[config.mk]
export PLATFORM = sky130hd
export DESIGN_NAME = strip_list_primitive_assembler
export DESIGN_NICKNAME = d
export VERILOG_FILES = /design/src/rtl/slpa_pkg.sv /design/src/rtl/slpa_front.sv /design/src/rtl/slpa_fifo.sv /design/src/rtl/slpa_back.sv /design/src/rtl/strip_list_primitive_assembler.sv
export SDC_FILE = /design/constraint.sdc
export NUM_CORES = 1
export LEC_CHECK = 0
export ABC_AREA = 1
export BUFFER_PORTS_ARGS = -buffer_cell sky130_fd_sc_hd__buf_2
export CAP_MARGIN = 5
export CORE_MARGIN = 2
export CORE_UTILIZATION = 53
export DETAILED_ROUTE_END_ITERATION = 10
export PLACE_DENSITY_LB_ADDON = 0.25
export RECOVER_POWER = 25
export SYNTH_ARGS = -nofsm -noshare
export SYNTH_HDL_FRONTEND = slang
export SYNTH_SLANG_ARGS = --single-unit
[constraint.sdc]
create_clock -name clk_i -period 3.2 [get_ports clk_i]
set_input_delay 0.32 -clock clk_i [delete_from_list [all_inputs] [get_ports clk_i]]
set_output_delay 0.32 -clock clk_i [all_outputs]
set_load 0.05 [all_outputs]
[src/rtl/slpa_pkg.sv]
// Package for the strip/list primitive assembler.
// Holds shared widths, queue sizing and the vertex transaction type.
// No dependencies.
`default_nettype none

package slpa_pkg;

  // Field widths
  localparam int unsigned RefW   = 16;
  localparam int unsigned BaseW  = 21;
  localparam int unsigned IdxW   = 22;
  localparam int unsigned PosW   = 16;

  // Stream bus widths
  localparam int unsigned InDataW  = 16;
  localparam int unsigned InUserW  = 3;
  localparam int unsigned OutDataW = 72;
  localparam int unsigned OutPadW  = OutDataW - 3 * IdxW;

  // Decoupling queue sizing (depth must be a power of two)
  localparam int unsigned FifoDepth = 4;
  localparam int unsigned FifoPtrW  = $clog2(FifoDepth);
  localparam int unsigned FifoCntW  = FifoPtrW + 1;

  // Strip position counter: after the last code it restarts at the first emitting slot
  localparam logic [PosW-1:0] PosLast    = {PosW{1'b1}};
  localparam logic [PosW-1:0] PosRestart = PosW'(2);
  localparam logic [PosW-1:0] PosFirstTri = PosW'(2);

  // Classified vertex moving from front to back
  typedef struct packed {
    logic [IdxW-1:0] idx;
    logic            ok;
    logic            start;
    logic            list;
  } vtx_entry_t;

endpackage

`default_nettype wire

[src/rtl/slpa_front.sv]
// Front end of the strip/list primitive assembler: accepts vertex transactions,
// adds the configured base and builds queue entries. Uses slpa_pkg.
`default_nettype none

module slpa_front (
  input  wire logic                           clk_i,
  input  wire logic                           rst_ni,
  input  wire logic                           cfg_we_i,
  input  wire logic [slpa_pkg::BaseW-1:0]     cfg_wdata_i,
  input  wire logic                           s_valid_i,
  output logic                                s_ready_o,
  input  wire logic [slpa_pkg::InDataW-1:0]   s_data_i,
  input  wire logic [slpa_pkg::InUserW-1:0]   s_user_i,
  input  wire logic                           q_full_i,
  output logic                                q_push_o,
  output slpa_pkg::vtx_entry_t                q_entry_o
);

  logic [slpa_pkg::BaseW-1:0] index_base_q;

  // Base register
  always_ff @(posedge clk_i or negedge rst_ni) begin
    if (!rst_ni) begin
      index_base_q <= '0;
    end else if (cfg_we_i) begin
      index_base_q <= cfg_wdata_i;
    end
  end

  // Accept while the queue has room
  assign s_ready_o = !q_full_i;
  assign q_push_o  = s_valid_i && !q_full_i;

  // Rebase the reference and unpack the flags
  always_comb begin
    q_entry_o.idx   = {1'b0, index_base_q}
                    + {{(slpa_pkg::IdxW - slpa_pkg::RefW){1'b0}}, s_data_i};
    q_entry_o.ok    = s_user_i[0];
    q_entry_o.start = s_user_i[1];
    q_entry_o.list  = s_user_i[2];
  end

endmodule

`default_nettype wire

[src/rtl/slpa_fifo.sv]
// Short queue decoupling front and back of the primitive assembler.
// Register-based, depth from slpa_pkg::FifoDepth. Uses slpa_pkg.
`default_nettype none

module slpa_fifo (
  input  wire logic                  clk_i,
  input  wire logic                  rst_ni,
  input  wire logic                  push_i,
  input  wire slpa_pkg::vtx_entry_t  push_entry_i,
  output logic                       full_o,
  input  wire logic                  pop_i,
  output logic                       valid_o,
  output slpa_pkg::vtx_entry_t       head_o
);

  slpa_pkg::vtx_entry_t              mem_q [slpa_pkg::FifoDepth];
  logic [slpa_pkg::FifoPtrW-1:0]     wr_ptr_q, rd_ptr_q;
  logic [slpa_pkg::FifoCntW-1:0]     count_q, count_d;
  logic                              do_push, do_pop;

  assign full_o  = (count_q == slpa_pkg::FifoCntW'(slpa_pkg::FifoDepth));
  assign valid_o = (count_q != '0);
  assign head_o  = mem_q[rd_ptr_q];
  assign do_push = push_i && !full_o;
  assign do_pop  = pop_i && valid_o;

  // Occupancy
  always_comb begin
    count_d = count_q;
    if (do_push && !do_pop) begin
      count_d = count_q + 1'b1;
    end else if (do_pop && !do_push) begin
      count_d = count_q - 1'b1;
    end
  end

  // Pointers and count
  always_ff @(posedge clk_i or negedge rst_ni) begin
    if (!rst_ni) begin
      wr_ptr_q <= '0;
      rd_ptr_q <= '0;
      count_q  <= '0;
    end else begin
      count_q <= count_d;
      if (do_push) begin
        wr_ptr_q <= wr_ptr_q + 1'b1;
      end
      if (do_pop) begin
        rd_ptr_q <= rd_ptr_q + 1'b1;
      end
    end
  end

  // Storage
  always_ff @(posedge clk_i) begin
    if (do_push) begin
      mem_q[wr_ptr_q] <= push_entry_i;
    end
  end

`ifndef SYNTHESIS
  a_cnt_bound: assert property (@(posedge clk_i) disable iff (!rst_ni)
    count_q <= slpa_pkg::FifoCntW'(slpa_pkg::FifoDepth))
    else $error("queue count beyond depth");
  a_ptr_track: assert property (@(posedge clk_i) disable iff (!rst_ni)
    (wr_ptr_q - rd_ptr_q) == count_q[slpa_pkg::FifoPtrW-1:0])
    else $error("queue pointers disagree with count");
`endif

endmodule

`default_nettype wire

[src/rtl/slpa_back.sv]
// Back end of the primitive assembler: two-vertex window, position counter,
// winding swap and the result register. Uses slpa_pkg.
`default_nettype none

module slpa_back (
  input  wire logic                           clk_i,
  input  wire logic                           rst_ni,
  input  wire logic                           q_valid_i,
  input  wire slpa_pkg::vtx_entry_t           q_head_i,
  output logic                                q_pop_o,
  output logic                                m_valid_o,
  input  wire logic                           m_ready_i,
  output logic [slpa_pkg::OutDataW-1:0]       m_data_o
);

  localparam int unsigned IdxW = slpa_pkg::IdxW;
  localparam int unsigned PosW = slpa_pkg::PosW;

  logic [IdxW-1:0] older_idx_q, newer_idx_q;
  logic            older_ok_q, newer_ok_q;
  logic [PosW-1:0] pos_q, pos_d;
  logic            list_q;

  logic [IdxW-1:0] older_idx_s, newer_idx_s;
  logic            older_ok_s, newer_ok_s, list_s;
  logic [PosW-1:0] pos_s;

  logic            out_valid_q, out_valid_d;
  logic [IdxW-1:0] corner_a_q, corner_b_q, corner_c_q;
  logic [IdxW-1:0] corner_b_d, corner_c_d;
  logic            tri_closes, tri_ok, adv, take;

  assign take    = out_valid_q && m_ready_i;
  assign adv     = q_valid_i && (!out_valid_q || m_ready_i);
  assign q_pop_o = adv;

  // Strip start clears the window before this vertex is used
  always_comb begin
    older_idx_s = q_head_i.start ? '0 : older_idx_q;
    older_ok_s  = q_head_i.start ? 1'b0 : older_ok_q;
    newer_idx_s = q_head_i.start ? '0 : newer_idx_q;
    newer_ok_s  = q_head_i.start ? 1'b0 : newer_ok_q;
    pos_s       = q_head_i.start ? '0 : pos_q;
    list_s      = q_head_i.start ? q_head_i.list : list_q;
  end

  // Triangle close, winding and next position
  always_comb begin
    tri_closes = (pos_s >= slpa_pkg::PosFirstTri);
    corner_b_d = newer_idx_s;
    corner_c_d = q_head_i.idx;
    if (list_s) begin
      pos_d = tri_closes ? '0 : pos_s + 1'b1;
    end else begin
      if (pos_s[0]) begin
        corner_b_d = q_head_i.idx;
        corner_c_d = newer_idx_s;
      end
      pos_d = (pos_s == slpa_pkg::PosLast) ? slpa_pkg::PosRestart : pos_s + 1'b1;
    end
    tri_ok      = tri_closes && older_ok_s && newer_ok_s && q_head_i.ok;
    out_valid_d = adv ? tri_ok : (out_valid_q && !take);
  end

  // Window state and result valid
  always_ff @(posedge clk_i or negedge rst_ni) begin
    if (!rst_ni) begin
      older_idx_q <= '0;
      older_ok_q  <= 1'b0;
      newer_idx_q <= '0;
      newer_ok_q  <= 1'b0;
      pos_q       <= '0;
      list_q      <= 1'b0;
      out_valid_q <= 1'b0;
    end else begin
      out_valid_q <= out_valid_d;
      if (adv) begin
        older_idx_q <= newer_idx_s;
        older_ok_q  <= newer_ok_s;
        newer_idx_q <= q_head_i.idx;
        newer_ok_q  <= q_head_i.ok;
        pos_q       <= pos_d;
        list_q      <= list_s;
      end
    end
  end

  // Result payload
  always_ff @(posedge clk_i) begin
    if (adv && tri_ok) begin
      corner_a_q <= older_idx_s;
      corner_b_q <= corner_b_d;
      corner_c_q <= corner_c_d;
    end
  end

  assign m_valid_o = out_valid_q;
  assign m_data_o  = {{slpa_pkg::OutPadW{1'b0}}, corner_c_q, corner_b_q, corner_a_q};

`ifndef SYNTHESIS
  a_list_pos: assert property (@(posedge clk_i) disable iff (!rst_ni)
    list_q |-> (pos_q <= slpa_pkg::PosFirstTri))
    else $error("list position out of range");
  a_strip_pos: assert property (@(posedge clk_i) disable iff (!rst_ni)
    (adv && !q_head_i.start && !list_q && (pos_q >= slpa_pkg::PosFirstTri))
      |=> (pos_q >= slpa_pkg::PosFirstTri))
    else $error("strip position fell back without a strip start");
  a_out_src: assert property (@(posedge clk_i) disable iff (!rst_ni)
    $rose(out_valid_q) |-> $past(adv))
    else $error("result raised without a processed vertex");
`endif

endmodule

`default_nettype wire

[src/rtl/strip_list_primitive_assembler.sv]
// Strip/list primitive assembler top level: rebases vertex references and
// emits list or strip triangles. Uses slpa_pkg, slpa_front, slpa_fifo, slpa_back.
// Throughput: one vertex per clock, paused while an offered result is not taken.
// A triangle is offered from the result register once its closing vertex leaves the queue.
// A four-entry queue lets the input keep flowing while a result waits to be taken.
// Reset (asynchronous, active low) clears the base, window, counter, queue and result valid.
`default_nettype none

module strip_list_primitive_assembler (
  input  wire logic                           clk_i,
  input  wire logic                           rst_ni,
  input  wire logic                           cfg_we_i,
  input  wire logic [slpa_pkg::BaseW-1:0]     cfg_wdata_i,
  input  wire logic                           s_axis_tvalid,
  output logic                                s_axis_tready,
  input  wire logic [slpa_pkg::InDataW-1:0]   s_axis_tdata,   // vertex_ref
  input  wire logic [slpa_pkg::InUserW-1:0]   s_axis_tuser,   // ref_valid, strip_start, list_mode
  output logic                                m_axis_tvalid,
  input  wire logic                           m_axis_tready,
  output logic [slpa_pkg::OutDataW-1:0]       m_axis_tdata    // corner_a, corner_b, corner_c, pad
);

  slpa_pkg::vtx_entry_t push_entry, head_entry;
  logic                 q_full, q_push, q_pop, q_valid;

  slpa_front u_front (
    .clk_i       (clk_i),
    .rst_ni      (rst_ni),
    .cfg_we_i    (cfg_we_i),
    .cfg_wdata_i (cfg_wdata_i),
    .s_valid_i   (s_axis_tvalid),
    .s_ready_o   (s_axis_tready),
    .s_data_i    (s_axis_tdata),
    .s_user_i    (s_axis_tuser),
    .q_full_i    (q_full),
    .q_push_o    (q_push),
    .q_entry_o   (push_entry)
  );

  slpa_fifo u_fifo (
    .clk_i        (clk_i),
    .rst_ni       (rst_ni),
    .push_i       (q_push),
    .push_entry_i (push_entry),
    .full_o       (q_full),
    .pop_i        (q_pop),
    .valid_o      (q_valid),
    .head_o       (head_entry)
  );

  slpa_back u_back (
    .clk_i     (clk_i),
    .rst_ni    (rst_ni),
    .q_valid_i (q_valid),
    .q_head_i  (head_entry),
    .q_pop_o   (q_pop),
    .m_valid_o (m_axis_tvalid),
    .m_ready_i (m_axis_tready),
    .m_data_o  (m_axis_tdata)
  );

endmodule

`default_nettype wire

==> Yosys cells after proc, flatten, opt, wreduce, memory -nomap -nowiden <==
Memories as Yosys holds them, arrays and structs flattened.
Cells that the tools add are included.
W data, S select, Z words.
{ "word_totals": {"mem_bits_rw": 100, "inputBits": 45, "reg_bits": 158, "out_inout_bits": 74, "word_cells": 61, "mem_count": 1} }
{ "op_classes": {"n_eq_ne": 2, "n_reduce_logical": 20, "n_mux": 17, "addsub": 6, "order_cmp": 1} }
{ "memory_table": {"columns": ["memory", "depth", "width", "rd", "rd_ports_with_merged_regs", "wr", "line_no", "text"], "rows": [
  ["u_fifo.mem_q", 4, 25, 1, 0, 1, "slpa_fifo.sv:16", "slpa_pkg::vtx_entry_t mem_q [slpa_pkg::FifoDepth];"]
]} }
{ "ops": {"columns": ["operator", "count"], "rows": [
  ["$mux W22", 5],
  ["$mux W16", 4],
  ["$add A21 B16 Y22", 1],
  ["$add A16 B1 Y16 const B", 1],
  ["$eq A16 B16 Y1 const B", 1],
  ["$ge A16 B2 Y1 const B", 1],
  ["$logic_and A1 B1 Y1", 12],
  ["$mux W1", 6],
  ["$mux W3", 2],
  ["$logic_not A1 Y1", 5],
  ["$add A2 B1 Y2 const B", 2],
  ["$add A3 B1 Y3 const B", 1],
  ["$eq A3 B3 Y1 const B", 1],
  ["$reduce_bool A3 Y1", 1],
  ["$sub A3 B1 Y3 const B", 1],
  ["$reduce_bool A2 Y1", 1],
  ["$logic_or A1 B1 Y1", 1]
]} }

==> Logic depth before layout (Yosys ltp) <==
Gate-level depths: netlist (run 1).
{ "logic_depth": {"ltp_word": 8, "mapped_depth": 17, "ltp_nobuf": 15} }

==> By module <==
A second synthesis (run 1) with hierarchy kept.
{ "unflattened": {"cells_unflattened": 1277, "area_unflattened_um2": 12414.4} }
{ "modules_own_cells": {"columns": ["mod", "cells_per_inst", "seq_area_each_um2", "area_per_inst_um2", "n_inst"], "rows": [
  ["slpa_back", 626, 3583.4, 5870.6, 1],
  ["slpa_fifo", 352, 3178.0, 4463.0, 1],
  ["slpa_front", 299, 525.5, 2080.7, 1]
]} }

==> Least setup slack after synthesis (run 1) <==
OpenSTA, ideal clock, no wires.
{ "synth_timing": {"path_kind": "register to register", "start": "reg u_fifo.rd_ptr_q[0] (netlist bit)", "end": "reg u_back.corner_a_q[0] (enable)", "path_stages_with_launch": 15, "t_arrival_ps": 2998, "setup_slack_ps": -218, "setup_ps": 420, "synth_period_minus_slack_ps": 3418, "required_ps": 2780, "path_buffers": 2, "cell_sequence": "dfrtp_1 -> buf_6 -> inv_4 -> nand2_2 -> nand3_2 -> nand2_4 -> nand2_1 -> clkbuf_1 -> ha_1 -> inv_1 -> nand3_1 -> nor2_2 -> nand2_1 -> nand4_1 -> inv_1"} }
{ "synth_between": {"elab_chain_cells": 7, "elab_cells_between_ends": 9, "classes_between": "order compare: 1; mux: 3; reduce/logical: 4; memory: 1"} }
{ "synth_rtl": {"columns": ["element", "line_no", "text"], "rows": [
  ["from (decl)", "slpa_fifo.sv:17", "logic [slpa_pkg::FifoPtrW-1:0] wr_ptr_q, rd_ptr_q;"],
  ["from (signal assigned)", "slpa_fifo.sv:49", "rd_ptr_q <= rd_ptr_q + 1'b1;"],
  ["$mem_v2 Z4 W25 *", null, null],
  ["$mux W16", "slpa_back.sv:43", "pos_s = q_head_i.start ? '0 : pos_q;"],
  ["$ge A16 B2 Y1", "slpa_back.sv:49", "tri_closes = (pos_s >= slpa_pkg::PosFirstTri);"],
  ["$logic_and A1 B1 Y1 (2 in a row)", "slpa_back.sv:61", "tri_ok = tri_closes && older_ok_s && newer_ok_s && q_head_i.ok;"],
  ["$logic_and A1 B1 Y1 *", "slpa_back.sv:61", null],
  ["$logic_and A1 B1 Y1 *", "slpa_back.sv:90", "if (adv && tri_ok) begin"],
  ["to (signal assigned)", "slpa_back.sv:91", "corner_a_q <= older_idx_s;"],
  ["to (decl)", "slpa_back.sv:29", "logic [IdxW-1:0] corner_a_q, corner_b_q, corner_c_q;"]
]} }
Every way passes the cells marked *; elsewhere a longest branch is shown, timed or not.
A chain may end at the register's enable or synchronous reset.

==> Final worst setup path (run 1) <==
{ "layout_timing": {"start": "reg u_fifo.rd_ptr_q[0] (netlist bit)", "end": "reg u_back.corner_c_q[16] (enable)"} }
{ "layout_between": {"elab_chain_cells": 7, "elab_cells_between_ends": 9, "classes_between": "order compare: 1; mux: 3; reduce/logical: 4; memory: 1"} }
{ "layout_rtl": {"columns": ["element", "line_no", "text"], "rows": [
  ["$mem_v2 Z4 W25 *", null, null],
  ["$mux W16", "slpa_back.sv:43", null],
  ["$ge A16 B2 Y1", "slpa_back.sv:49", null],
  ["$logic_and A1 B1 Y1 (2 in a row)", "slpa_back.sv:61", null],
  ["$logic_and A1 B1 Y1 *", "slpa_back.sv:61", null],
  ["$logic_and A1 B1 Y1 *", "slpa_back.sv:90", null],
  ["to (signal assigned)", "slpa_back.sv:93", "corner_c_q <= corner_c_d;"],
  ["to (decl)", "slpa_back.sv:29", null]
]} }
Marked as above.

==> implementation parameters, run 1 <==
Parameter                              Value

Timing
  Final Hold Vio Count ... 0
  Part of the cycle the worst path needs ... 0.895
  Slew at the pin with the worst max-slew slack ... 2370 ps
  Worst Skew ... 12.8 ps
  Sum Neg Setup Slack ... 0 ps
  Number of failing setup endpoints in the final timing report ... 0
  Max Fclk ... 349 MHz
  Period minus WS final ... 2870 ps
  Number of max-slew violations in the final report ... 40
  Unrepaired setup endpoints after global routing ... no
  Worst setup margin ... 335 ps
  Worst slew margin relative to its limit ... -0.579

Placement
  Final GP Congestion ... 0.856
  Setup slack after placement ... 314 ps
  Number of buffers added on ports ... 112
  Half-perimeter wire length after placement ... 16300 um

Synthesis
  Gate count of the mapped netlist ... 1106
  Number of distinct library cells after synthesis ... 40
  Multiplexer area fraction after synthesis ... 0.0155
  Dominant register cell in the synthesized netlist ... sky130_fd_sc_hd__edfxtp_1
  Number of enable-type register cells in the synthesized netlist ... 166
  Synth Area in Compound Gates ... 0.109
  Adder-cell share of the synthesized area ... 0.0283
  Post-synth design cell area ... 11600 um^2
  Largest family of logic cells by synthesized area ... simple AND/OR/NAND/NOR gates
  Avg Inst Size Synth ... 10.5 um^2
  Share of synthesized cell area in and, or, nand and nor gates ... 0.145
  Synthesized-area fraction occupied by xor and xnor cells ... 0.0204
  FFs w/ async S/R, synth ... 0.357
  Number of synthesized register bits ... 258
  Total number of yosys warnings ... 0
  Sequential-to-total area share from yosys stat ... 0.628

Power
  Lkg Pwr ... 5.57 nW
  Maximum vdd ir drop ... 0.000496 V
  Total power divided by cell area ... 923 nW/um^2

Critical path
  Crit path capture type ... flop
  Required arrival time at the worst endpoint ... 3480 ps
  Arrival @ worst endpoint ... 3150 ps
  Nature of the critical path startpoint ... flop
  Critical path type ... reg -> reg
  Setup slack, reg-to-reg ... 330 ps
  Worst flop-to-flop path startpoint ... u_fifo.rd_ptr_q[0]
  Startpoint of the most critical setup path ... u_fifo.rd_ptr_q[0]
  Largest driver fanout on the critical path ... 25

Clocking
  Clock tree root driver cell ... sky130_fd_sc_hd__clkbuf_16
  Setup repair bufs after CTS ... 0
  Clock Latency Late Sink ... 540 ps
  Cts bufs inserted ... 27
  CTS clk-pin slew, worst paths ... 60 ps
  Deepest clock path buffer count ... 3
  Clock sink count ... 258
  CTS tree ... yes
  Depth of the CTS H-tree ... 1

Global route
  Maximum number of pins on one net before global-route repair ... 74
  Antenna violations before repair ... 0
  Combined global-route utilization of all metal layers ... 0.213
  Number of global-route vias before repair ... 7948
  Global-route wire length before repair ... 40600 um
  Aggregate global routing overflow ... 0

Detailed routing
  Average wire length per cell after detail routing ... 15.9 um
  Count of TritonRoute iterations in the first routing pass ... 5
  Average vias per placed instance ... 5.33
  Wirelength, routed ... 24400 um
  Total number of vias ... 8198
  DRC ... 0
  Number of violations reported at the end of detailed-routing iteration 0 ... 699
  Number of nets still failing antenna checks after routing ... 0

Floorplan
  Number of placed I/O pins ... 119
  Core Box Area ... 21600 um^2
  Vert. Die Dim ... 152 um
  Die X-Extent ... 152 um
  Initial core utilization ... 0.536
  Area of the die ... 23100 um^2
  Core Rows ... 54

Status
  Run status ... finished with violations
  Violated checks ... capacitance limit, slew limit

Cells and area
  Layout net count ... 1307
  # diodes ... 0
  Area delta synth->final ... 17.2%
  Layout fillers ... 1763
  Share of final-layout standard cells stronger than drive strength 1 ... 0.166

Worst hold path
  HP Class ... in -> reg
  Critical hold path startpoint ... cfg_wdata_i[16]

Run
  Max Cap Violations ... 1
## cell type report
type | instances | area [um^2] | area share
Clock inverter | 13 | 171 | 0.0126
Clock buffer | 37 | 753 | 0.0554
Multi-Input combinational cell | 704 | 3730 | 0.275
Tap cell | 280 | 350 | 0.0258
Inverter | 93 | 355 | 0.0262
Sequential cell | 258 | 7290 | 0.536
Timing Repair Buffer | 153 | 937 | 0.0690
## power breakdown
| group | leakage, nW | internal, mW | total [mW] | switching, mW |
|---|---|---|---|---|
| registers | 2.66 | 4.60 | 4.90 | 0.296 |
| clock network | 0.437 | 1.91 | 3.18 | 1.28 |
| logic | 2.47 | 1.27 | 4.46 | 3.19 |
## final timing paths
path                                       endpoint  cells after the start
max                           u_back.corner_c_q[16]                     14
min                        u_front.index_base_q[16]                      2
max reg2reg                   u_back.corner_c_q[16]                     14
min reg2reg                  u_back.older_idx_q[17]                      2
max in group asynchronous   u_front.index_base_q[2]                      2
min in group asynchronous           u_back.pos_q[5]                      2
## layout by cell type, fill, tap and decap left out, types with 3 or more instances in the layout
cell type                         n
sky130_fd_sc_hd__a32o_1           5
sky130_fd_sc_hd__ha_1            23
sky130_fd_sc_hd__o21ai_0        128
sky130_fd_sc_hd__dfrtp_1         92
sky130_fd_sc_hd__conb_1           6
sky130_fd_sc_hd__clkinvlp_4       6
sky130_fd_sc_hd__o21bai_1         3
sky130_fd_sc_hd__o21ai_2         10
sky130_fd_sc_hd__nand4_1          8
sky130_fd_sc_hd__nand3_2          4
sky130_fd_sc_hd__xor2_1          18
sky130_fd_sc_hd__nand3_1         30
sky130_fd_sc_hd__nor2_1          96
sky130_fd_sc_hd__inv_1           89
sky130_fd_sc_hd__nor2_2           8
sky130_fd_sc_hd__o21ai_1          5
sky130_fd_sc_hd__nor3_1          21
sky130_fd_sc_hd__mux2_2          16
sky130_fd_sc_hd__dlygate4sd3_1   22
sky130_fd_sc_hd__nand2_1        223
sky130_fd_sc_hd__a21oi_1         47
sky130_fd_sc_hd__o22ai_1         19
sky130_fd_sc_hd__nand2_2          7
sky130_fd_sc_hd__xnor2_1          9
sky130_fd_sc_hd__edfxtp_1       166
sky130_fd_sc_hd__o31ai_1          4
sky130_fd_sc_hd__clkbuf_16       27
sky130_fd_sc_hd__bufinv_16        3
sky130_fd_sc_hd__buf_4           16
sky130_fd_sc_hd__buf_2           93
sky130_fd_sc_hd__clkinv_2         3
sky130_fd_sc_hd__clkbuf_8         4
sky130_fd_sc_hd__buf_12           3
sky130_fd_sc_hd__clkbuf_1        25
## state kept, by name, summed over array words and instances, names as in the netlist, 2 cells and up
signal,flops
u_fifo.rd_ptr_q,2
u_back.corner_b_q,22
u_fifo.count_q,3
u_back.corner_a_q,22
u_fifo.mem_q,100
u_back.older_idx_q,22
u_back.newer_idx_q,22
u_back.corner_c_q,22
u_front.index_base_q,21
u_back.pos_q,16
u_fifo.wr_ptr_q,2
## cells by family after synthesis
logic type,Yosys count
AND/OR/NAND/NOR,402
multiplexers,16
other,1
flip-flops,258
XOR/XNOR,27
buffers and inverters,149
adder cells (fa/ha/maj),25
AO/OA/AOI/OAI,228
## through the flow
step            util  power [mW]  cell area, um^2  std cells  hold WS [ps]
6_report       0.628        12.5            13600       1538          17.8
5_1_grt        0.628        13.4            13600       1538          23.1
4_1_cts        0.630        12.6            13600       1538          2.67
3_5_place_dp   0.577        9.36            12500       1466           346
3_3_place_gp   0.577        9.24            12500       1466           349
2_1_floorplan      -        8.13            11600       1111          24.4
## timing repair
item                                   CTS  global route
endpoints found under the hold margin   66             0
gates resized for setup                  0             0
hold buffers                            22             0
## per-layer routing
metal,vias up,track usage,share of wire
met5,-,0,0
met4,0,0.0530,0.016
met3,30,0.0271,0.048
met2,234,0.357,0.48
met1,3908,0.300,0.46
li1,4026,-,-
## cell usage after synthesis, types with 2 or more instances
master / count / share of area
sky130_fd_sc_hd__clkbuf_1: 33 / 0.011
sky130_fd_sc_hd__buf_2: 10 / 0.0043
sky130_fd_sc_hd__o21ai_1: 5 / 0.0022
sky130_fd_sc_hd__o21ai_0: 128 / 0.055
sky130_fd_sc_hd__nor2_1: 100 / 0.032
sky130_fd_sc_hd__nand3_1: 30 / 0.013
sky130_fd_sc_hd__xnor2_1: 9 / 0.0068
sky130_fd_sc_hd__a21o_1: 2 / 0.0013
sky130_fd_sc_hd__a32o_1: 5 / 0.0043
sky130_fd_sc_hd__o31ai_1: 4 / 0.0026
sky130_fd_sc_hd__nand4_1: 8 / 0.0043
sky130_fd_sc_hd__a31oi_1: 2 / 0.0011
sky130_fd_sc_hd__nand2_2: 7 / 0.0038
sky130_fd_sc_hd__ha_1: 23 / 0.025
sky130_fd_sc_hd__dfrtp_1: 92 / 0.20
sky130_fd_sc_hd__buf_1: 4 / 0.0013
sky130_fd_sc_hd__fa_1: 2 / 0.0035
sky130_fd_sc_hd__buf_6: 3 / 0.0029
sky130_fd_sc_hd__edfxtp_1: 166 / 0.43
sky130_fd_sc_hd__o211ai_1: 2 / 0.0013
sky130_fd_sc_hd__nand2_1: 223 / 0.072
sky130_fd_sc_hd__inv_1: 91 / 0.029
sky130_fd_sc_hd__nand3_2: 4 / 0.0035
sky130_fd_sc_hd__o21bai_1: 3 / 0.0019
sky130_fd_sc_hd__xor2_1: 18 / 0.014
sky130_fd_sc_hd__mux2_2: 16 / 0.016
sky130_fd_sc_hd__nor2_2: 4 / 0.0022
sky130_fd_sc_hd__o22ai_1: 19 / 0.010
sky130_fd_sc_hd__a21oi_1: 47 / 0.020
sky130_fd_sc_hd__nand3b_1: 2 / 0.0013
sky130_fd_sc_hd__buf_4: 6 / 0.0039
sky130_fd_sc_hd__nor3_1: 21 / 0.0091
sky130_fd_sc_hd__o21ai_2: 10 / 0.0076
## worst max-delay path, cell delays in order, from the launching register on
cell and delay (ps):
sky130_fd_sc_hd__dfrtp_1 450, sky130_fd_sc_hd__inv_4 170, sky130_fd_sc_hd__nand2_2 80, sky130_fd_sc_hd__nand3_2 80, sky130_fd_sc_hd__nand2_4 150, sky130_fd_sc_hd__nand2_1 120, sky130_fd_sc_hd__inv_1 60, sky130_fd_sc_hd__ha_1 190
sky130_fd_sc_hd__inv_1 50, sky130_fd_sc_hd__nand3_1 80, sky130_fd_sc_hd__nor2_2 100, sky130_fd_sc_hd__nand2_1 90, sky130_fd_sc_hd__nand4_1 160, sky130_fd_sc_hd__clkinvlp_4 470, sky130_fd_sc_hd__buf_12 350
No activity file was read; power rests on OpenSTA's default activity.
==> run 2, diff against run 1 <==
--- a/config.mk
+++ b/config.mk
@@ -8,8 +8,11 @@
 export ABC_AREA = 1
 export BUFFER_PORTS_ARGS = -buffer_cell sky130_fd_sc_hd__buf_2
 export CAP_MARGIN = 5
+export CELL_PAD_IN_SITES_DETAIL_PLACEMENT = 1
+export CELL_PAD_IN_SITES_GLOBAL_PLACEMENT = 2
 export CORE_MARGIN = 2
-export CORE_UTILIZATION = 53
+export CORE_UTILIZATION = 36
+export CTS_BUF_LIST = sky130_fd_sc_hd__clkbuf_8
 export DETAILED_ROUTE_END_ITERATION = 10
 export PLACE_DENSITY_LB_ADDON = 0.25
 export RECOVER_POWER = 25
==> implementation parameters, run 2 (synthesis gave the netlist of run 1 again) <==
Parameter                              Value

Run
  Max Cap Violations ... 0 (-1)

Clocking
  Deepest clock path buffer count ... 3 (unchanged)
  Post-CTS resize count ... 0 (unchanged)
  Cts bufs inserted ... 46 (+70%)
  Clock Latency Late Sink ... 560 ps (+20 ps)
  Depth of the CTS H-tree ... 2 (+1)
  Setup repair bufs after CTS ... 0 (unchanged)
  CTS tree ... yes
  Clock tree root driver cell ... sky130_fd_sc_hd__clkbuf_8
  CTS clk-pin slew, worst paths ... 60 ps (about the same)
  Clock sink count ... 258 (unchanged)

Floorplan
  Number of placed I/O pins ... 119 (unchanged)
  Vert. Die Dim ... 183 um (+21%)
  Area of the die ... 33700 um^2 (+46%)
  Die X-Extent ... 183 um (+21%)
  Initial core utilization ... 0.367 (-0.170)
  Core Box Area ... 31600 um^2 (+46%)
  Core Rows ... 65 (+20%)

Critical path
  Required arrival time at the worst endpoint ... 3640 ps (+160 ps)
  Nature of the critical path startpoint ... flop
  Arrival @ worst endpoint ... 3200 ps (+50 ps)
  Critical path type ... reg -> reg
  Maximum cell stage delay along the critical path ... 500 ps (+30 ps)
  Worst path bufs/invs ... 3 (-2)
  Critical path's slowest cell ... sky130_fd_sc_hd__dfrtp_1
  Crit path capture type ... flop
  Critical Path, Cell by Cell ... inv_4, nand2_2, nand3_2, nand2_4, nand2_1, buf_4, inv_1, ha_1, nand3_2, nor2_1, nand2_1, nor2_2, nand2_2, nand3_4, o21ai_2
  Critical path's top delay family ... simple AND/OR/NAND/NOR gates
  Largest driver fanout on the critical path ... 23 (-8.0%)

Timing
  Max Fclk ... 363 MHz (+4.0%)
  Worst Hold Margin ... 39.0 ps (+21.2 ps)
  Worst Skew ... 28.7 ps (+15.9 ps)
  Part of the cycle the worst path needs ... 0.861 (-0.0344)
  Number of failing setup endpoints in the final timing report ... 0 (unchanged)
  Worst slew margin relative to its limit ... 0.00967 (+0.589)
  Period minus WS final ... 2760 ps (-110 ps)
  Unrepaired setup endpoints after global routing ... no
  Sum Neg Setup Slack ... 0 ps (unchanged)
  Number of max-slew violations in the final report ... 0 (-100%)
  Slew at the pin with the worst max-slew slack ... 1490 ps (-883 ps)
  Final Hold Vio Count ... 0 (unchanged)

Cells and area
  Final instance area ... 13800 um^2 (+1.3%)
  Final cell count without fillers ... 1701 (+11%)
  Highest-count cells in the layout ignoring fill and taps ... sky130_fd_sc_hd__nand2_1 (223), sky130_fd_sc_hd__edfxtp_1 (166), sky130_fd_sc_hd__o21ai_0 (128)
  Layout fillers ... 3550 (+100%)
  # diodes ... 0 (unchanged)
  Area delta synth->final ... 18.7%
  Layout net count ... 1332 (+1.9%)
  Share of final-layout standard cells stronger than drive strength 1 ... 0.179 (+0.0125)
  Most common library cell in the layout ignoring fill and taps ... sky130_fd_sc_hd__nand2_1
  Largest register FFs ... 100 (unchanged)
  Biggest register ... u_fifo.mem_q

Global route
  Antenna violations before repair ... 0 (unchanged)
  Maximum number of pins on one net before global-route repair ... 74 (unchanged)
  Number of global-route vias before repair ... 8658 (+8.9%)
  Global-route wire length before repair ... 46500 um (+15%)
  Combined global-route utilization of all metal layers ... 0.175 (-0.0382)
  Aggregate global routing overflow ... 0 (unchanged)

Detailed routing
  Total number of vias ... 8280 (+1.0%)
  Average vias per placed instance ... 4.87 (-8.7%)
  DRC ... 0 (unchanged)
  Number of violations reported at the end of detailed-routing iteration 0 ... 395 (-43%)
  Average wire length per cell after detail routing ... 16.9 um (+6.7%)
  Number of nets still failing antenna checks after routing ... 0 (unchanged)
  Count of TritonRoute iterations in the first routing pass ... 4 (-1)
  Wirelength, routed ... 28800 um (+18%)

Placement
  Final GP Congestion ... 0.762 (-11%)
  Number of buffers added on ports ... 112 (unchanged)
  Instance area at placement ... 12600 um^2 (+1.4%)
  Number of instances in the placed design ... 1591 (+8.5%)
  Half-perimeter wire length after placement ... 19500 um (+20%)

Worst hold path
  HP Class ... in -> reg

Power
  Lkg Pwr ... 5.70 nW (+2.3%)
  Maximum vdd ir drop ... 0.000326 V (-34%)
  Total power divided by cell area ... 918 nW/um^2 (-0.57%)

Status
  Run status ... completed
## run 2: cell count changes in the layout (fill, tap and decap cells not counted), moves of 5 or more
cell and delta:
sky130_fd_sc_hd__clkinv_1 +6, sky130_fd_sc_hd__inv_1 +16, sky130_fd_sc_hd__clkbuf_1 -7, sky130_fd_sc_hd__clkinvlp_4 -5, sky130_fd_sc_hd__clkbuf_8 +45, sky130_fd_sc_hd__clkbuf_16 -27, sky130_fd_sc_hd__clkinv_2 +6
## run 2: timing repair
item                                    4_1_cts  5_1_grt
endpoints found under the hold margin        83        0
hold buffers                                 25        0
endpoints found under the setup margin        0        0
## run 2: worst paths after layout
path,slack [ps],cells after the start,end,startpoint
min in group asynchronous,650,2,u_back.pos_q[15],rst_ni
min reg2reg,480,2,u_back.older_idx_q[14],u_back.older_idx_q[14]
max in group asynchronous,710,3,u_back.newer_idx_q[11],rst_ni
max,440,15,u_back.pos_q[2],u_fifo.rd_ptr_q[0]
min,40,2,u_back.m_valid_o,m_axis_tready
max reg2reg,440,15,u_back.pos_q[2],u_fifo.rd_ptr_q[0]
## run 2: worst register-to-register path: stages, from the launching register on
cell and delay [ps]:
sky130_fd_sc_hd__dfrtp_1 500, sky130_fd_sc_hd__inv_4 70, sky130_fd_sc_hd__nand2_2 80, sky130_fd_sc_hd__nand3_2 90, sky130_fd_sc_hd__nand2_4 120, sky130_fd_sc_hd__nand2_1 100
sky130_fd_sc_hd__buf_4 230, sky130_fd_sc_hd__inv_1 230, sky130_fd_sc_hd__ha_1 250, sky130_fd_sc_hd__nand3_2 130, sky130_fd_sc_hd__nor2_1 180, sky130_fd_sc_hd__nand2_1 150
sky130_fd_sc_hd__nor2_2 150, sky130_fd_sc_hd__nand2_2 100, sky130_fd_sc_hd__nand3_4 210, sky130_fd_sc_hd__o21ai_2 80
## run 2: area by class of cell
cell class	count	area, um^2	share of cell area
Sequential cell	258	7290	0.529
Clock inverter	36	238	0.0173
Clock buffer	49	674	0.0490
Multi-Input combinational cell	704	3730	0.271
Inverter	93	355	0.0258
Tap cell	402	503	0.0365
Timing Repair Buffer	159	976	0.0709
## run 2: layer usage
layer	part of all wire	vias to the layer above	wire length (um)	GRT usage
met5	0	-	0	0
met4	0.021	0	597	0.0531
met3	0.041	43	1170	0.0305
met2	0.46	180	13100	0.284
met1	0.48	3977	13900	0.241
li1	-	4080	-	-
## run 2: through the flow
step	utilization	power, mW	setup WS [ps]
6_report	0.435	12.6	445
5_1_grt	0.435	13.6	130
4_1_cts	0.436	12.8	401
3_5_place_dp	0.400	9.70	412
3_3_place_gp	0.400	9.58	525
2_1_floorplan	-	8.13	118
## run 2: report_power, final
group | internal [mW] | switching (mW)
sequential | 4.61 | 0.296
clock | 1.67 | 1.37
combinational | 1.31 | 3.38
total | 7.59 | 5.05
